[src/sv/bsa_pkg.sv]
// Shared types and constants of the bitmap slot allocator.
// No dependencies; every other file imports this package.
`default_nettype none

package bsa_pkg;

    // Sizing
    localparam int MAX_SLOTS      = 256;
    localparam int WORD_W         = 64;
    localparam int BM_WORDS       = (MAX_SLOTS + WORD_W - 1) / WORD_W;
    localparam int WORD_IDX_W     = $clog2(BM_WORDS);
    localparam int BIT_IDX_W      = $clog2(WORD_W);
    localparam int SLOT_IDX_W     = WORD_IDX_W + BIT_IDX_W;
    localparam int COUNT_W        = 9;
    localparam int ADDR_W         = 64;
    localparam int SLOT_BYTES_W   = 17;
    localparam int ARENA_W        = 33;
    localparam int PROD_W         = SLOT_IDX_W + SLOT_BYTES_W;
    localparam int DIV_CNT_W      = $clog2(ARENA_W);

    localparam logic [SLOT_BYTES_W-1:0] MIN_SLOT_BYTES = SLOT_BYTES_W'(16);
    localparam logic [COUNT_W-1:0]      MAX_SLOT_COUNT = COUNT_W'(MAX_SLOTS);

    // Request kinds (codes 2 and 3 are both queries)
    localparam logic [1:0] MODE_ALLOC = 2'd0;
    localparam logic [1:0] MODE_FREE  = 2'd1;

    // Result status codes
    localparam logic [1:0] STATUS_OK        = 2'd0;
    localparam logic [1:0] STATUS_FULL      = 2'd1;
    localparam logic [1:0] STATUS_NOT_ALLOC = 2'd2;

    // Configuration register indexes
    localparam logic [1:0] CFG_BASE_ADDRESS = 2'd0;
    localparam logic [1:0] CFG_SLOT_BYTES   = 2'd1;
    localparam logic [1:0] CFG_SLOT_COUNT   = 2'd2;
    localparam logic [1:0] CFG_ARENA_BYTES  = 2'd3;

    // Sequencer states
    typedef enum logic [2:0] {
        ST_IDLE,
        ST_RANGE,
        ST_DIV,
        ST_LOOKUP,
        ST_SCAN,
        ST_ADDR,
        ST_DONE
    } bsa_state_t;

    // Bitmap update command
    typedef struct packed {
        logic                  set;
        logic                  clr;
        logic [SLOT_IDX_W-1:0] idx;
    } bsa_bm_cmd_t;

endpackage

`default_nettype wire

[src/sv/bsa_divider.sv]
// Restoring divider, one quotient bit per cycle, for address-to-slot mapping.
// Depends on bsa_pkg.
`default_nettype none

module bsa_divider (
    input  wire logic                             clk,
    input  wire logic                             rst_n,
    input  wire logic                             go,
    input  wire logic [bsa_pkg::ARENA_W-1:0]      dividend,
    input  wire logic [bsa_pkg::SLOT_BYTES_W-1:0] divisor,
    output logic                                  finished,
    output logic [bsa_pkg::ARENA_W-1:0]           quotient,
    output logic [bsa_pkg::SLOT_BYTES_W-1:0]      remainder
);
    import bsa_pkg::*;

    logic                    run_reg, run_next;
    logic                    fin_reg, fin_next;
    logic [DIV_CNT_W-1:0]    cnt_reg, cnt_next;
    logic [ARENA_W-1:0]      q_reg, q_next;
    logic [SLOT_BYTES_W-1:0] r_reg, r_next;
    logic [SLOT_BYTES_W-1:0] d_reg, d_next;
    logic [SLOT_BYTES_W:0]   trial;
    logic [SLOT_BYTES_W:0]   diff;
    logic                    fits;

    // One restoring step: shift in the next dividend bit, try a subtract
    assign trial = {r_reg, q_reg[ARENA_W-1]};
    assign diff  = trial - {1'b0, d_reg};
    assign fits  = trial >= {1'b0, d_reg};

    always_comb
    begin
        run_next = run_reg;
        fin_next = 1'b0;
        cnt_next = cnt_reg;
        q_next   = q_reg;
        r_next   = r_reg;
        d_next   = d_reg;
        if (go)
        begin
            run_next = 1'b1;
            cnt_next = '0;
            q_next   = dividend;
            r_next   = '0;
            d_next   = divisor;
        end
        else if (run_reg)
        begin
            q_next = {q_reg[ARENA_W-2:0], fits};
            r_next = fits ? diff[SLOT_BYTES_W-1:0] : trial[SLOT_BYTES_W-1:0];
            if (cnt_reg == DIV_CNT_W'(ARENA_W - 1))
            begin
                run_next = 1'b0;
                fin_next = 1'b1;
            end
            else
            begin
                cnt_next = cnt_reg + 1'b1;
            end
        end
    end

    // Control state
    always_ff @(posedge clk or negedge rst_n)
    begin
        if (!rst_n)
        begin
            run_reg <= 1'b0;
            fin_reg <= 1'b0;
            cnt_reg <= '0;
        end
        else
        begin
            run_reg <= run_next;
            fin_reg <= fin_next;
            cnt_reg <= cnt_next;
        end
    end

    // Datapath
    always_ff @(posedge clk)
    begin
        q_reg <= q_next;
        r_reg <= r_next;
        d_reg <= d_next;
    end

    assign finished  = fin_reg;
    assign quotient  = q_reg;
    assign remainder = r_reg;

endmodule

`default_nettype wire

[src/sv/bsa_bitmap.sv]
// Used-slot bitmap, MSB-first words, with one read port and a free-slot search.
// Depends on bsa_pkg.
`default_nettype none

module bsa_bitmap (
    input  wire logic                            clk,
    input  wire logic                            rst_n,
    input  wire bsa_pkg::bsa_bm_cmd_t            cmd,
    input  wire logic [bsa_pkg::SLOT_IDX_W-1:0]  rd_idx,
    input  wire logic [bsa_pkg::COUNT_W-1:0]     limit,
    output logic                                 scan_found,
    output logic [bsa_pkg::BIT_IDX_W-1:0]        scan_pos,
    output logic                                 rd_bit
);
    import bsa_pkg::*;

    logic [WORD_W-1:0]     bitmap_reg [BM_WORDS];
    logic [WORD_W-1:0]     rd_word;
    logic [WORD_IDX_W-1:0] rd_w;
    logic [WORD_IDX_W-1:0] wr_w;
    logic [BIT_IDX_W-1:0]  wr_b;
    logic [WORD_W-1:0]     free_vec;

    assign rd_w    = rd_idx[SLOT_IDX_W-1:BIT_IDX_W];
    assign rd_word = bitmap_reg[rd_w];
    assign rd_bit  = rd_word[BIT_IDX_W'(WORD_W - 1) - rd_idx[BIT_IDX_W-1:0]];

    assign wr_w = cmd.idx[SLOT_IDX_W-1:BIT_IDX_W];
    assign wr_b = BIT_IDX_W'(WORD_W - 1) - cmd.idx[BIT_IDX_W-1:0];

    // Free slots of the selected word that lie below the slot limit
    always_comb
    begin
        for (int k = 0; k < WORD_W; k++)
        begin
            free_vec[k] = !rd_word[WORD_W - 1 - k]
                          && ({1'b0, rd_w, BIT_IDX_W'(k)} < {{(SLOT_IDX_W + 1 - COUNT_W){1'b0}}, limit});
        end
    end

    // Lowest free position in the word
    always_comb
    begin
        scan_found = 1'b0;
        scan_pos   = '0;
        for (int k = WORD_W - 1; k >= 0; k--)
        begin
            if (free_vec[k])
            begin
                scan_found = 1'b1;
                scan_pos   = BIT_IDX_W'(k);
            end
        end
    end

    // Bit updates
    always_ff @(posedge clk or negedge rst_n)
    begin
        if (!rst_n)
        begin
            for (int w = 0; w < BM_WORDS; w++)
            begin
                bitmap_reg[w] <= '0;
            end
        end
        else if (cmd.set)
        begin
            bitmap_reg[wr_w][wr_b] <= 1'b1;
        end
        else if (cmd.clr)
        begin
            bitmap_reg[wr_w][wr_b] <= 1'b0;
        end
    end

endmodule

`default_nettype wire

[src/sv/bitmap_slot_allocator_unit.sv]
// Top level of the bitmap slot allocator: config registers, sequencer, results.
// Depends on bsa_pkg, bsa_bitmap and bsa_divider.
//
//   channel   handshake            payload
//   request   start / busy         mode, address
//   result    done (1-cycle beat)  status, slot_address, slot_number,
//                                  is_allocated, live_slots, arena_released
//   config    cfg_write            cfg_index, cfg_data
//
// Allocate: one bitmap word searched per cycle, then the slot address is formed.
// Free and query: range check, then the bit-serial divider and a bitmap lookup
// when the address lies in the arena; otherwise straight to done.
// busy is high from the cycle after accept up to and including the done cycle.
// Reset clears the bitmap and live count at once; no clearing pass.
// Results cannot be stalled: each beat is shown for one cycle only.
`default_nettype none

module bitmap_slot_allocator_unit (
    input  wire logic        clk,
    input  wire logic        rst_n,
    input  wire logic        start,
    output logic             busy,
    input  wire logic [1:0]  mode,
    input  wire logic [63:0] address,
    output logic             done,
    output logic [1:0]       status,
    output logic [63:0]      slot_address,
    output logic [7:0]       slot_number,
    output logic             is_allocated,
    output logic [8:0]       live_slots,
    output logic             arena_released,
    input  wire logic        cfg_write,
    input  wire logic [1:0]  cfg_index,
    input  wire logic [63:0] cfg_data
);
    import bsa_pkg::*;

    // Configuration
    logic [ADDR_W-1:0]       base_reg;
    logic [SLOT_BYTES_W-1:0] sbytes_reg;
    logic [COUNT_W-1:0]      scount_reg;
    logic [ARENA_W-1:0]      arena_reg;
    logic [SLOT_BYTES_W-1:0] eff_bytes;
    logic [COUNT_W-1:0]      eff_count;

    // Sequencer and request
    bsa_state_t              state_reg, state_next;
    logic [1:0]              mode_reg, mode_next;
    logic [ADDR_W-1:0]       addr_reg, addr_next;
    logic [WORD_IDX_W-1:0]   wcnt_reg, wcnt_next;
    logic [PROD_W-1:0]       prod_reg, prod_next;
    logic [COUNT_W-1:0]      live_reg, live_next;

    // Result registers
    logic [1:0]              status_reg, status_next;
    logic [ADDR_W-1:0]       saddr_reg, saddr_next;
    logic [SLOT_IDX_W-1:0]   snum_reg, snum_next;
    logic                    alloc_reg, alloc_next;
    logic                    rel_reg, rel_next;

    // Datapath nets
    logic                    accept;
    logic                    is_free_req;
    logic [ADDR_W-1:0]       offset;
    logic                    in_range;
    logic                    div_go;
    logic                    div_fin;
    logic [ARENA_W-1:0]      div_quot;
    logic [SLOT_BYTES_W-1:0] div_rem;
    logic                    is_slot;
    logic [SLOT_IDX_W-1:0]   rd_idx;
    logic                    scan_found;
    logic [BIT_IDX_W-1:0]    scan_pos;
    logic                    rd_bit;
    logic [SLOT_IDX_W-1:0]   found_idx;
    logic [COUNT_W-1:0]      live_dec;
    bsa_bm_cmd_t             bm_cmd;

    assign eff_bytes = (sbytes_reg < MIN_SLOT_BYTES) ? MIN_SLOT_BYTES : sbytes_reg;
    assign eff_count = (scount_reg > MAX_SLOT_COUNT) ? MAX_SLOT_COUNT : scount_reg;

    assign accept       = start && (state_reg == ST_IDLE);
    assign is_free_req  = (mode_reg == MODE_FREE);

    // Arena range check on the latched address
    assign offset   = addr_reg - base_reg;
    assign in_range = (addr_reg >= base_reg)
                      && (offset < {{(ADDR_W - ARENA_W){1'b0}}, arena_reg});
    assign div_go   = (state_reg == ST_RANGE) && in_range;

    // Slot test after the division
    assign is_slot = (div_rem == '0)
                     && (div_quot < {{(ARENA_W - COUNT_W){1'b0}}, eff_count});

    assign rd_idx    = (state_reg == ST_SCAN) ? {wcnt_reg, {BIT_IDX_W{1'b0}}}
                                              : div_quot[SLOT_IDX_W-1:0];
    assign found_idx = {wcnt_reg, scan_pos};
    assign live_dec  = live_reg - 1'b1;

    bsa_divider u_div (
        .clk       (clk),
        .rst_n     (rst_n),
        .go        (div_go),
        .dividend  (offset[ARENA_W-1:0]),
        .divisor   (eff_bytes),
        .finished  (div_fin),
        .quotient  (div_quot),
        .remainder (div_rem)
    );

    bsa_bitmap u_bm (
        .clk        (clk),
        .rst_n      (rst_n),
        .cmd        (bm_cmd),
        .rd_idx     (rd_idx),
        .limit      (eff_count),
        .scan_found (scan_found),
        .scan_pos   (scan_pos),
        .rd_bit     (rd_bit)
    );

    // Next state
    always_comb
    begin
        state_next = state_reg;
        case (state_reg)
            ST_IDLE:
            begin
                if (start)
                begin
                    state_next = (mode == MODE_ALLOC) ? ST_SCAN : ST_RANGE;
                end
            end
            ST_RANGE:
            begin
                state_next = in_range ? ST_DIV : ST_DONE;
            end
            ST_DIV:
            begin
                if (div_fin)
                begin
                    state_next = ST_LOOKUP;
                end
            end
            ST_LOOKUP:
            begin
                state_next = ST_DONE;
            end
            ST_SCAN:
            begin
                if (scan_found)
                begin
                    state_next = ST_ADDR;
                end
                else if (wcnt_reg == WORD_IDX_W'(BM_WORDS - 1))
                begin
                    state_next = ST_DONE;
                end
            end
            ST_ADDR:
            begin
                state_next = ST_DONE;
            end
            ST_DONE:
            begin
                state_next = ST_IDLE;
            end
            default:
            begin
                state_next = ST_IDLE;
            end
        endcase
    end

    // Datapath and result updates
    always_comb
    begin
        mode_next   = mode_reg;
        addr_next   = addr_reg;
        wcnt_next   = wcnt_reg;
        prod_next   = prod_reg;
        live_next   = live_reg;
        status_next = status_reg;
        saddr_next  = saddr_reg;
        snum_next   = snum_reg;
        alloc_next  = alloc_reg;
        rel_next    = rel_reg;
        bm_cmd      = '0;
        case (state_reg)
            ST_IDLE:
            begin
                if (accept)
                begin
                    mode_next   = mode;
                    addr_next   = address;
                    wcnt_next   = '0;
                    status_next = STATUS_OK;
                    saddr_next  = '0;
                    snum_next   = '0;
                    alloc_next  = 1'b0;
                    rel_next    = 1'b0;
                end
            end
            ST_RANGE:
            begin
                if (!in_range && is_free_req)
                begin
                    status_next = STATUS_NOT_ALLOC;
                end
            end
            ST_LOOKUP:
            begin
                if (!is_slot)
                begin
                    if (is_free_req)
                    begin
                        status_next = STATUS_NOT_ALLOC;
                    end
                end
                else
                begin
                    snum_next = div_quot[SLOT_IDX_W-1:0];
                    if (is_free_req)
                    begin
                        if (rd_bit)
                        begin
                            bm_cmd.clr = 1'b1;
                            bm_cmd.idx = div_quot[SLOT_IDX_W-1:0];
                            live_next  = live_dec;
                            rel_next   = (live_dec == '0);
                        end
                        else
                        begin
                            status_next = STATUS_NOT_ALLOC;
                        end
                    end
                    else
                    begin
                        alloc_next = rd_bit;
                    end
                end
            end
            ST_SCAN:
            begin
                if (scan_found)
                begin
                    bm_cmd.set = 1'b1;
                    bm_cmd.idx = found_idx;
                    live_next  = live_reg + 1'b1;
                    snum_next  = found_idx;
                    prod_next  = PROD_W'(found_idx) * PROD_W'(eff_bytes);
                end
                else if (wcnt_reg == WORD_IDX_W'(BM_WORDS - 1))
                begin
                    status_next = STATUS_FULL;
                end
                else
                begin
                    wcnt_next = wcnt_reg + 1'b1;
                end
            end
            ST_ADDR:
            begin
                saddr_next = base_reg + {{(ADDR_W - PROD_W){1'b0}}, prod_reg};
            end
            default:
            begin
            end
        endcase
    end

    // Control state and configuration
    always_ff @(posedge clk or negedge rst_n)
    begin
        if (!rst_n)
        begin
            state_reg  <= ST_IDLE;
            live_reg   <= '0;
            base_reg   <= '0;
            sbytes_reg <= SLOT_BYTES_W'(16);
            scount_reg <= COUNT_W'(256);
            arena_reg  <= ARENA_W'(4096);
        end
        else
        begin
            state_reg <= state_next;
            live_reg  <= live_next;
            if (cfg_write)
            begin
                case (cfg_index)
                    CFG_BASE_ADDRESS: base_reg   <= cfg_data;
                    CFG_SLOT_BYTES:   sbytes_reg <= cfg_data[SLOT_BYTES_W-1:0];
                    CFG_SLOT_COUNT:   scount_reg <= cfg_data[COUNT_W-1:0];
                    CFG_ARENA_BYTES:  arena_reg  <= cfg_data[ARENA_W-1:0];
                    default:          base_reg   <= base_reg;
                endcase
            end
        end
    end

    // Request and result payload
    always_ff @(posedge clk)
    begin
        mode_reg   <= mode_next;
        addr_reg   <= addr_next;
        wcnt_reg   <= wcnt_next;
        prod_reg   <= prod_next;
        status_reg <= status_next;
        saddr_reg  <= saddr_next;
        snum_reg   <= snum_next;
        alloc_reg  <= alloc_next;
        rel_reg    <= rel_next;
    end

    // Outputs
    always_comb
    begin
        busy           = (state_reg != ST_IDLE);
        done           = (state_reg == ST_DONE);
        status         = status_reg;
        slot_address   = saddr_reg;
        slot_number    = snum_reg;
        is_allocated   = alloc_reg;
        live_slots     = live_reg;
        arena_released = rel_reg;
    end

endmodule

`default_nettype wire

[config.mk]
export PLATFORM = sky130hd
export DESIGN_NAME = bitmap_slot_allocator_unit
export DESIGN_NICKNAME = d
export VERILOG_FILES = /design/src/sv/bsa_pkg.sv /design/src/sv/bsa_divider.sv /design/src/sv/bsa_bitmap.sv /design/src/sv/bitmap_slot_allocator_unit.sv
export SDC_FILE = /design/constraint.sdc
export NUM_CORES = 2
export LEC_CHECK = 0
export BUFFER_PORTS_ARGS = -buffer_cell sky130_fd_sc_hd__buf_4
export CORE_MARGIN = 2
export CORE_UTILIZATION = 50
export DETAILED_ROUTE_END_ITERATION = 8
export HOLD_SLACK_MARGIN = 0.03
export PLACE_DENSITY = 0.67
export SLEW_MARGIN = 20
export SYNTH_ARGS = -nofsm -noshare
export SYNTH_HDL_FRONTEND = slang
export SYNTH_SLANG_ARGS = --single-unit
[constraint.sdc]
create_clock -name clk -period 12.8 [get_ports clk]
set_clock_uncertainty 0.2 [all_clocks]
set_input_delay 1.28 -clock clk [delete_from_list [all_inputs] [get_ports clk]]
set_output_delay 1.28 -clock clk [all_outputs]
set_load 0.01 [all_outputs]
== Word-level counts from Yosys, hierarchy flattened ==
Cells that the tools add are included.
Word-level totals
  output and inout bits: 87
  register bits: 635
  logic and storage cells: 509
  input bits: 136
Operators by class
  reduce and logical (&&, ||, !) cells: 166
  mux-type cells: 200
  bitwise operators: 5
  add/sub/neg operators: 9
  magnitude comparators: 76
  $mul: 1
  eq/ne operators: 27
Operators with widths (number)
  $lt 8x9->1: 64
  $mux 256: 2
  $mux 6: 67
  $and 256x256->256: 1
  $mux 64: 4
  $not 256->256: 1
  $or 256x256->256: 1
  $bmux 64 s2: 1
  $demux 64 s2: 1
  $pmux 64 s2: 1
  $mux 1: 81
  $mux 9: 8
  $logic_and 1x1->1: 71
  $mux 33: 2
  $logic_not 1->1: 65
  $add 64x25->64: 1
  $ge 64x64->1: 1
  $lt 64x33->1: 1
  $sub 64x64->64: 1
  $mux 8: 5
  $mux 17: 2
  $lt 33x9->1: 1
  $mul 8x17->25: 1
  $pmux 8 s3: 1
  47 further kinds: 100

== Depth between registers and ports, before layout ==
  depth in word-level cells: 85
  mapped depth: 42
  gate-level depth less buffers: 36

== By module ==
Synthesis repeated with hierarchy kept, for this count alone.
Unflattened totals
  cells, all modules: 4200
  area total of the unflattened synthesis: 41786.3 sq um
By module, submodules not included
  bitmap_slot_allocator_unit: area an instance 23361.2 sq um, cells each 2447, sequential area each 8456.9 sq um, times used 1
  bsa_bitmap: area an instance 14512.7 sq um, cells each 1413, sequential area each 6406.1 sq um, times used 1
  bsa_divider: area an instance 3912.5 sq um, cells each 340, sequential area each 2042.0 sq um, times used 1

== Worst setup path after synthesis ==
OpenSTA, ideal clock, no wires.
  path kind: register to register
  from: reg state_reg[1]
  to: reg prod_reg[24], data pin
  path buffers: 7
  arrival: 9.282 ns
  period minus slack after synthesis: 9.742 ns
  stages on the path, launching flop included: 38
  data required time: 12.340 ns
  path slack: 3.058 ns
  setup time: 0.260 ns
  path through: dfrtp_1 > or3b_1 > buf_2 > a21oi_2 > inv_2 > buf_2 > buf_2 > ha_1 > clkbuf_1 > nor2_1 > a211oi_1 > clkbuf_1 > a211oi_1 > a211oi_1 > nor3b_2 > nand2b_1 > a31oi_1 > buf_2 > [... 2 more ...] > fa_1 > inv_1 > fa_1 > fa_1 > inv_1 > fa_1 > inv_1 > ha_1 > and2_1 > o21ai_0 > o211ai_1 > a31o_2 > a21oi_1 > nor2b_1 > o41a_1 > a211oi_1 > a21oi_1 > xnor2_1
On the way
  word-level cells in the longest chain between the ends: 73
  elaborated cells on any way between the ends: 263
  those cells by class: mul (1); order compare (64); eq/ne (1); mux (68); bitwise (1); reduce/logical (128)
Ends and longest elaborated chain
  from (decl): line bitmap_slot_allocator_unit.sv:47  | bsa_state_t state_reg, state_next;
  from (signal assigned): line bitmap_slot_allocator_unit.sv:286  | state_reg <= state_next;
  $eq 3x3->1 *: line bitmap_slot_allocator_unit.sv:95  | assign rd_idx = (state_reg == ST_SCAN) ? {wcnt_reg, {BIT_IDX_W{1'b0}}}
  $mux 8 *: line bitmap_slot_allocator_unit.sv:95
  parallel branches: the longest is 69 deep, another holds $lt 8x9->1
  $mux 6 *: line bsa_bitmap.sv:48  | if (free_vec[k])
  $mul 8x17->25 *: line bitmap_slot_allocator_unit.sv:251  | prod_next = PROD_W'(found_idx) * PROD_W'(eff_bytes);
  to (signal assigned): line bitmap_slot_allocator_unit.sv:307  | prod_reg <= prod_next;
  to (decl): line bitmap_slot_allocator_unit.sv:51  | logic [PROD_W-1:0] prod_reg, prod_next;
Mark *: on every way between the ends. The select of a mux whose other input is x is not followed.
A chain may end at the register's enable or synchronous reset.

== Final worst setup path ==
  from: reg state_reg[1]
  to: reg prod_reg[23], data pin
Same word-level chain as after synthesis.

==> summary.md <==
| Metric | Value |
|---|---|
| Post-synth cell types | `between 100 and 150` |
| Critical R2R Capture | `prod_reg[23]$_DFFE_PP_` |
| Detail Route Antenna Nets | `0` |
| Reg power frac | `0.300` |
| Commonest non-fill, non-tap cell in the layout | `nand2_1` |
| Port Buffers | `222` |
| Pin count of the biggest net entering global routing | `149` |
| Final #Nets | `between 5000 and 6000` |
| CP max FO | `19` |
| Initial Util | `0.5026` |
| Worst Setup End Kind | `register` |
| Design area | `approximately 49000 um^2` |
| Core ar. | `a little under 90000 um^2` |
| Synthesized flop and latch total | `635` |
| Hold WC Path Type | `reg -> reg` |
| Pint | `~0.005 W` |
| Worst-margin pin slew | `roughly 1.1 ns` |
| Max IR drop VDD | `between 0.1 and 0.15 mV` |
| Final worst-path cycle share | `0.8688` |
| Largest delay contributor family on the critical path | `compound AO/OA/AOI/OAI gates` |
| Filler instances | `7751` |
| WP buf/inv | `5` |
| Final wirelength | `roughly 140000 um` |
| Commonest cells after routing, fill and taps aside | `440 x nand2_1, 396 x dfrtp_1, 305 x inv_1` |
| GRT busiest layer | `met2` |
| Simple-Gate Fraction of Synth Area | `0.1700` |
| Fraction of registers with async set/reset | `0.6283` |
| EDFF count, synth | `roughly 220` |
| Main combinational cell family by area after synthesis | `simple AND/OR/NAND/NOR gates` |
| Pleak | `~21 nW` |
| CTS buffer count | `75` |
| Via count | `around 36000` |
| Post-synthesis mux area share | `0.1067` |
| Met3 GRT Util | `0.05714` |
| WS Path Type | `reg -> reg` |
| Crit start category | `register` |
| Syn Area/Cell | `~9.7 um^2` |
| Syn nets | `roughly 4900` |
| CTS Sinks | `~640` |
| Grt met2 use | `0.5193` |
| I/O pin cnt | `around 220` |
| H-tree depth | `3` |
| P per Cell Area | `between 150 and 200 nW/um^2` |
| Critical path endpoint | `prod_reg[23]$_DFFE_PP_` |
| Tmin final | `11.12 ns` |
| Status | `finished clean` |
| Drt wl/cell | `24.50 um` |
| CTS resizes | `0` |
| Post-CTS Hold Buffers | `0` |
| Share of power burned in the clock network | `0.243` |
| CP dominant cell by count | `fa_1` |
| Die width | `298.9 um` |
| Setup Buffers After CTS | `0` |
| Synthesized area | `around 43000 um^2` |
| Final Hold Vio Count | `0` |
| CTS tree | `built` |
| Number of DRC markers in iteration 0 | `between 3000 and 4000` |
| Setup TNS | `0 ns` |
| Worst path depth | `33` |
| Initial antenna violation count | `2` |
| Worst endpoint required time | `12.99 ns` |
| First-pass GRT wire length | `between 200000 and 250000 um` |
| Die area | `89310 um^2` |
| Clk Latency, worst-skew pair | `roughly 0.67 ns` |
| RSZ-0062 raised after global routing | `no` |
| R2r setup slk | `1.68 ns` |
| Max cap viols | `0` |
| Post-route DRC | `0` |
| Syn Inst Count | `4495` |
| Area growth syn-to-layout | `11.71%` |
| Share of layout cells above drive strength 1 | `0.1763` |
| GRT Util Overall | `0.3146` |
| Vias in the first global route | `~35000` |
| Clock transition at path regs | `~0.05 ns` |
| Post-synthesis sequential area ratio | `0.3889` |
| Max-slew headroom | `0.2410` |
| Clock buffer depth | `3` |
| Root buf cell | `clkbuf_16` |
| Crit-path max cell delay | `between 0.8 and 0.9 ns` |
| Post-synthesis adder-cell area fraction | `0.1004` |
| Post-DP Area | `~46000 um^2` |
| CP arrival | `11.31 ns` |
| Reg2Reg Depth | `33` |
| Met1 Usage GRT | `0.4066` |
| Storage element area | `16910 um^2` |
| Slew Limit Fails | `0` |
| Via-per-instance ratio | `slightly above 6` |
| Fmax | `around 90 MHz` |
| Hpwl dp | `about 100000 um` |
| Logic pwr share | `0.457` |
| CP max-delay cell | `a21oi_2` |
| Switching share of total power | `0.4189` |
| Crit path from | `state_reg[1]$_DFFE_PN0P_` |
| Finish-stage setup viols | `0` |
| Synth Area in XOR/XNOR | `0.02559` |
| Critical R2R Launch | `state_reg[1]$_DFFE_PN0P_` |
| Synth Area in Compound Gates | `0.1545` |
| Multi-input logic area | `about 24000 um^2` |
| Sw power | `0.003707 W` |
| First-pass iteration count of the detailed router | `6` |
| Site Rows | `between 100 and 150` |
| Yosys warns | `0` |
| Top_reg_cell synth | `dfrtp_1` |
| Die H | `~300 um` |
| Global route overflow | `0` |
| GP Congestion | `1.055` |
## through the flow
step	power, W	setup slack, ns	util	instances	hold slack (ns)
4_1_cts	0.008837	1.859	0.5612	5793	0.2868
5_1_grt	0.009365	0.8843	0.5615	5796	0.3014
3_5_place_dp	0.006664	1.931	0.5329	5657	0.2736
6_report	0.008848	1.679	0.5615	5797	0.2815
3_3_place_gp	0.006620	2.136	0.5329	5657	0.2652
2_1_floorplan	0.005373	3.058	-	4495	0.2521
## worst reg2reg max path, delay by kind of cell (launching register included)
family	cells	cell delay, ns
and+or+nand+nor	6	1.99
adders and majority gates	6	2.92
DFF	1	0.53
xor gates and xnor gates	1	0.08
buffers and inverters	5	0.49
AOI/OAI and AO/OA	15	4.63
## cells by family after synthesis
logic type      count (synthesis)
simple gates                 1474
compound gates                970
flops                         635
buf+inv                       594
mux                           402
fa+ha+maj                     293
xor+xnor                      127
## cell usage after synthesis, drive strengths merged, types with 27 or more instances
library cell | n | area [um^2]
and2 | 171 | 1070
nor3 | 132 | 675.7
o31ai | 49 | 367.9
and3 | 45 | 281.5
nand2b | 30 | 187.7
nand3 | 105 | 525.5
nor2 | 295 | 1110
inv | 309 | 1160
edfxtp | 219 | 6576
fa | 93 | 1862
buf | 63 | 350.3
a221oi | 79 | 698.2
nand4 | 52 | 325.3
a21o | 63 | 473.0
a31oi | 27 | 198.9
o21ai | 239 | 1196
mux2 | 319 | 3596
xor2 | 27 | 236.5
nor2b | 32 | 200.2
o211ai | 33 | 257.7
mux2i | 67 | 683.2
clkbuf | 219 | 822.0
xnor2 | 100 | 875.8
a211oi | 39 | 322.8
o21a | 41 | 307.8
a21oi | 183 | 930.9
nor4 | 46 | 300.3
nand2 | 443 | 1663
ha | 200 | 2502
dfrtp | 396 | 9910
## how the worst min path moves through the flow
stage	slack (ns)	cells after the start	startpoint	end
finish	0.28	1	register	register
global route	0.30	1	register	register
global placement	0.27	1	register	register
CTS	0.29	1	register	register
floorplan	0.25	2	register	register
detailed placement	0.27	1	register	register
## layer usage
layer  up-vias  part of all wire
met3       365             0.072
met2      1448              0.48
met4         2             0.047
met1     17820              0.41
met5         -          0.000077
li1      16360                 -
## power by group through the flow
stage	Sequential (W)	Combinational [W]	Clock [W]
finish	0.00265	0.00405	0.00215
global route	0.00268	0.00443	0.00226
CTS	0.00265	0.00400	0.00218
detailed placement	0.00269	0.00398	0
global placement	0.00268	0.00394	0
floorplan	0.00262	0.00276	0
## area by class of cell
cell class                      instances  area share
Multi-Input combinational cell       3266      0.5015
Sequential cell                       635      0.3481
Timing Repair Buffer                  290     0.04584
Clock buffer                          105     0.04496
Tap cell                             1155     0.02976
Inverter                              312     0.02430
Clock inverter                         31    0.005411
Antenna cell                            3   0.0001546
(Power assumes the default switching activity.)
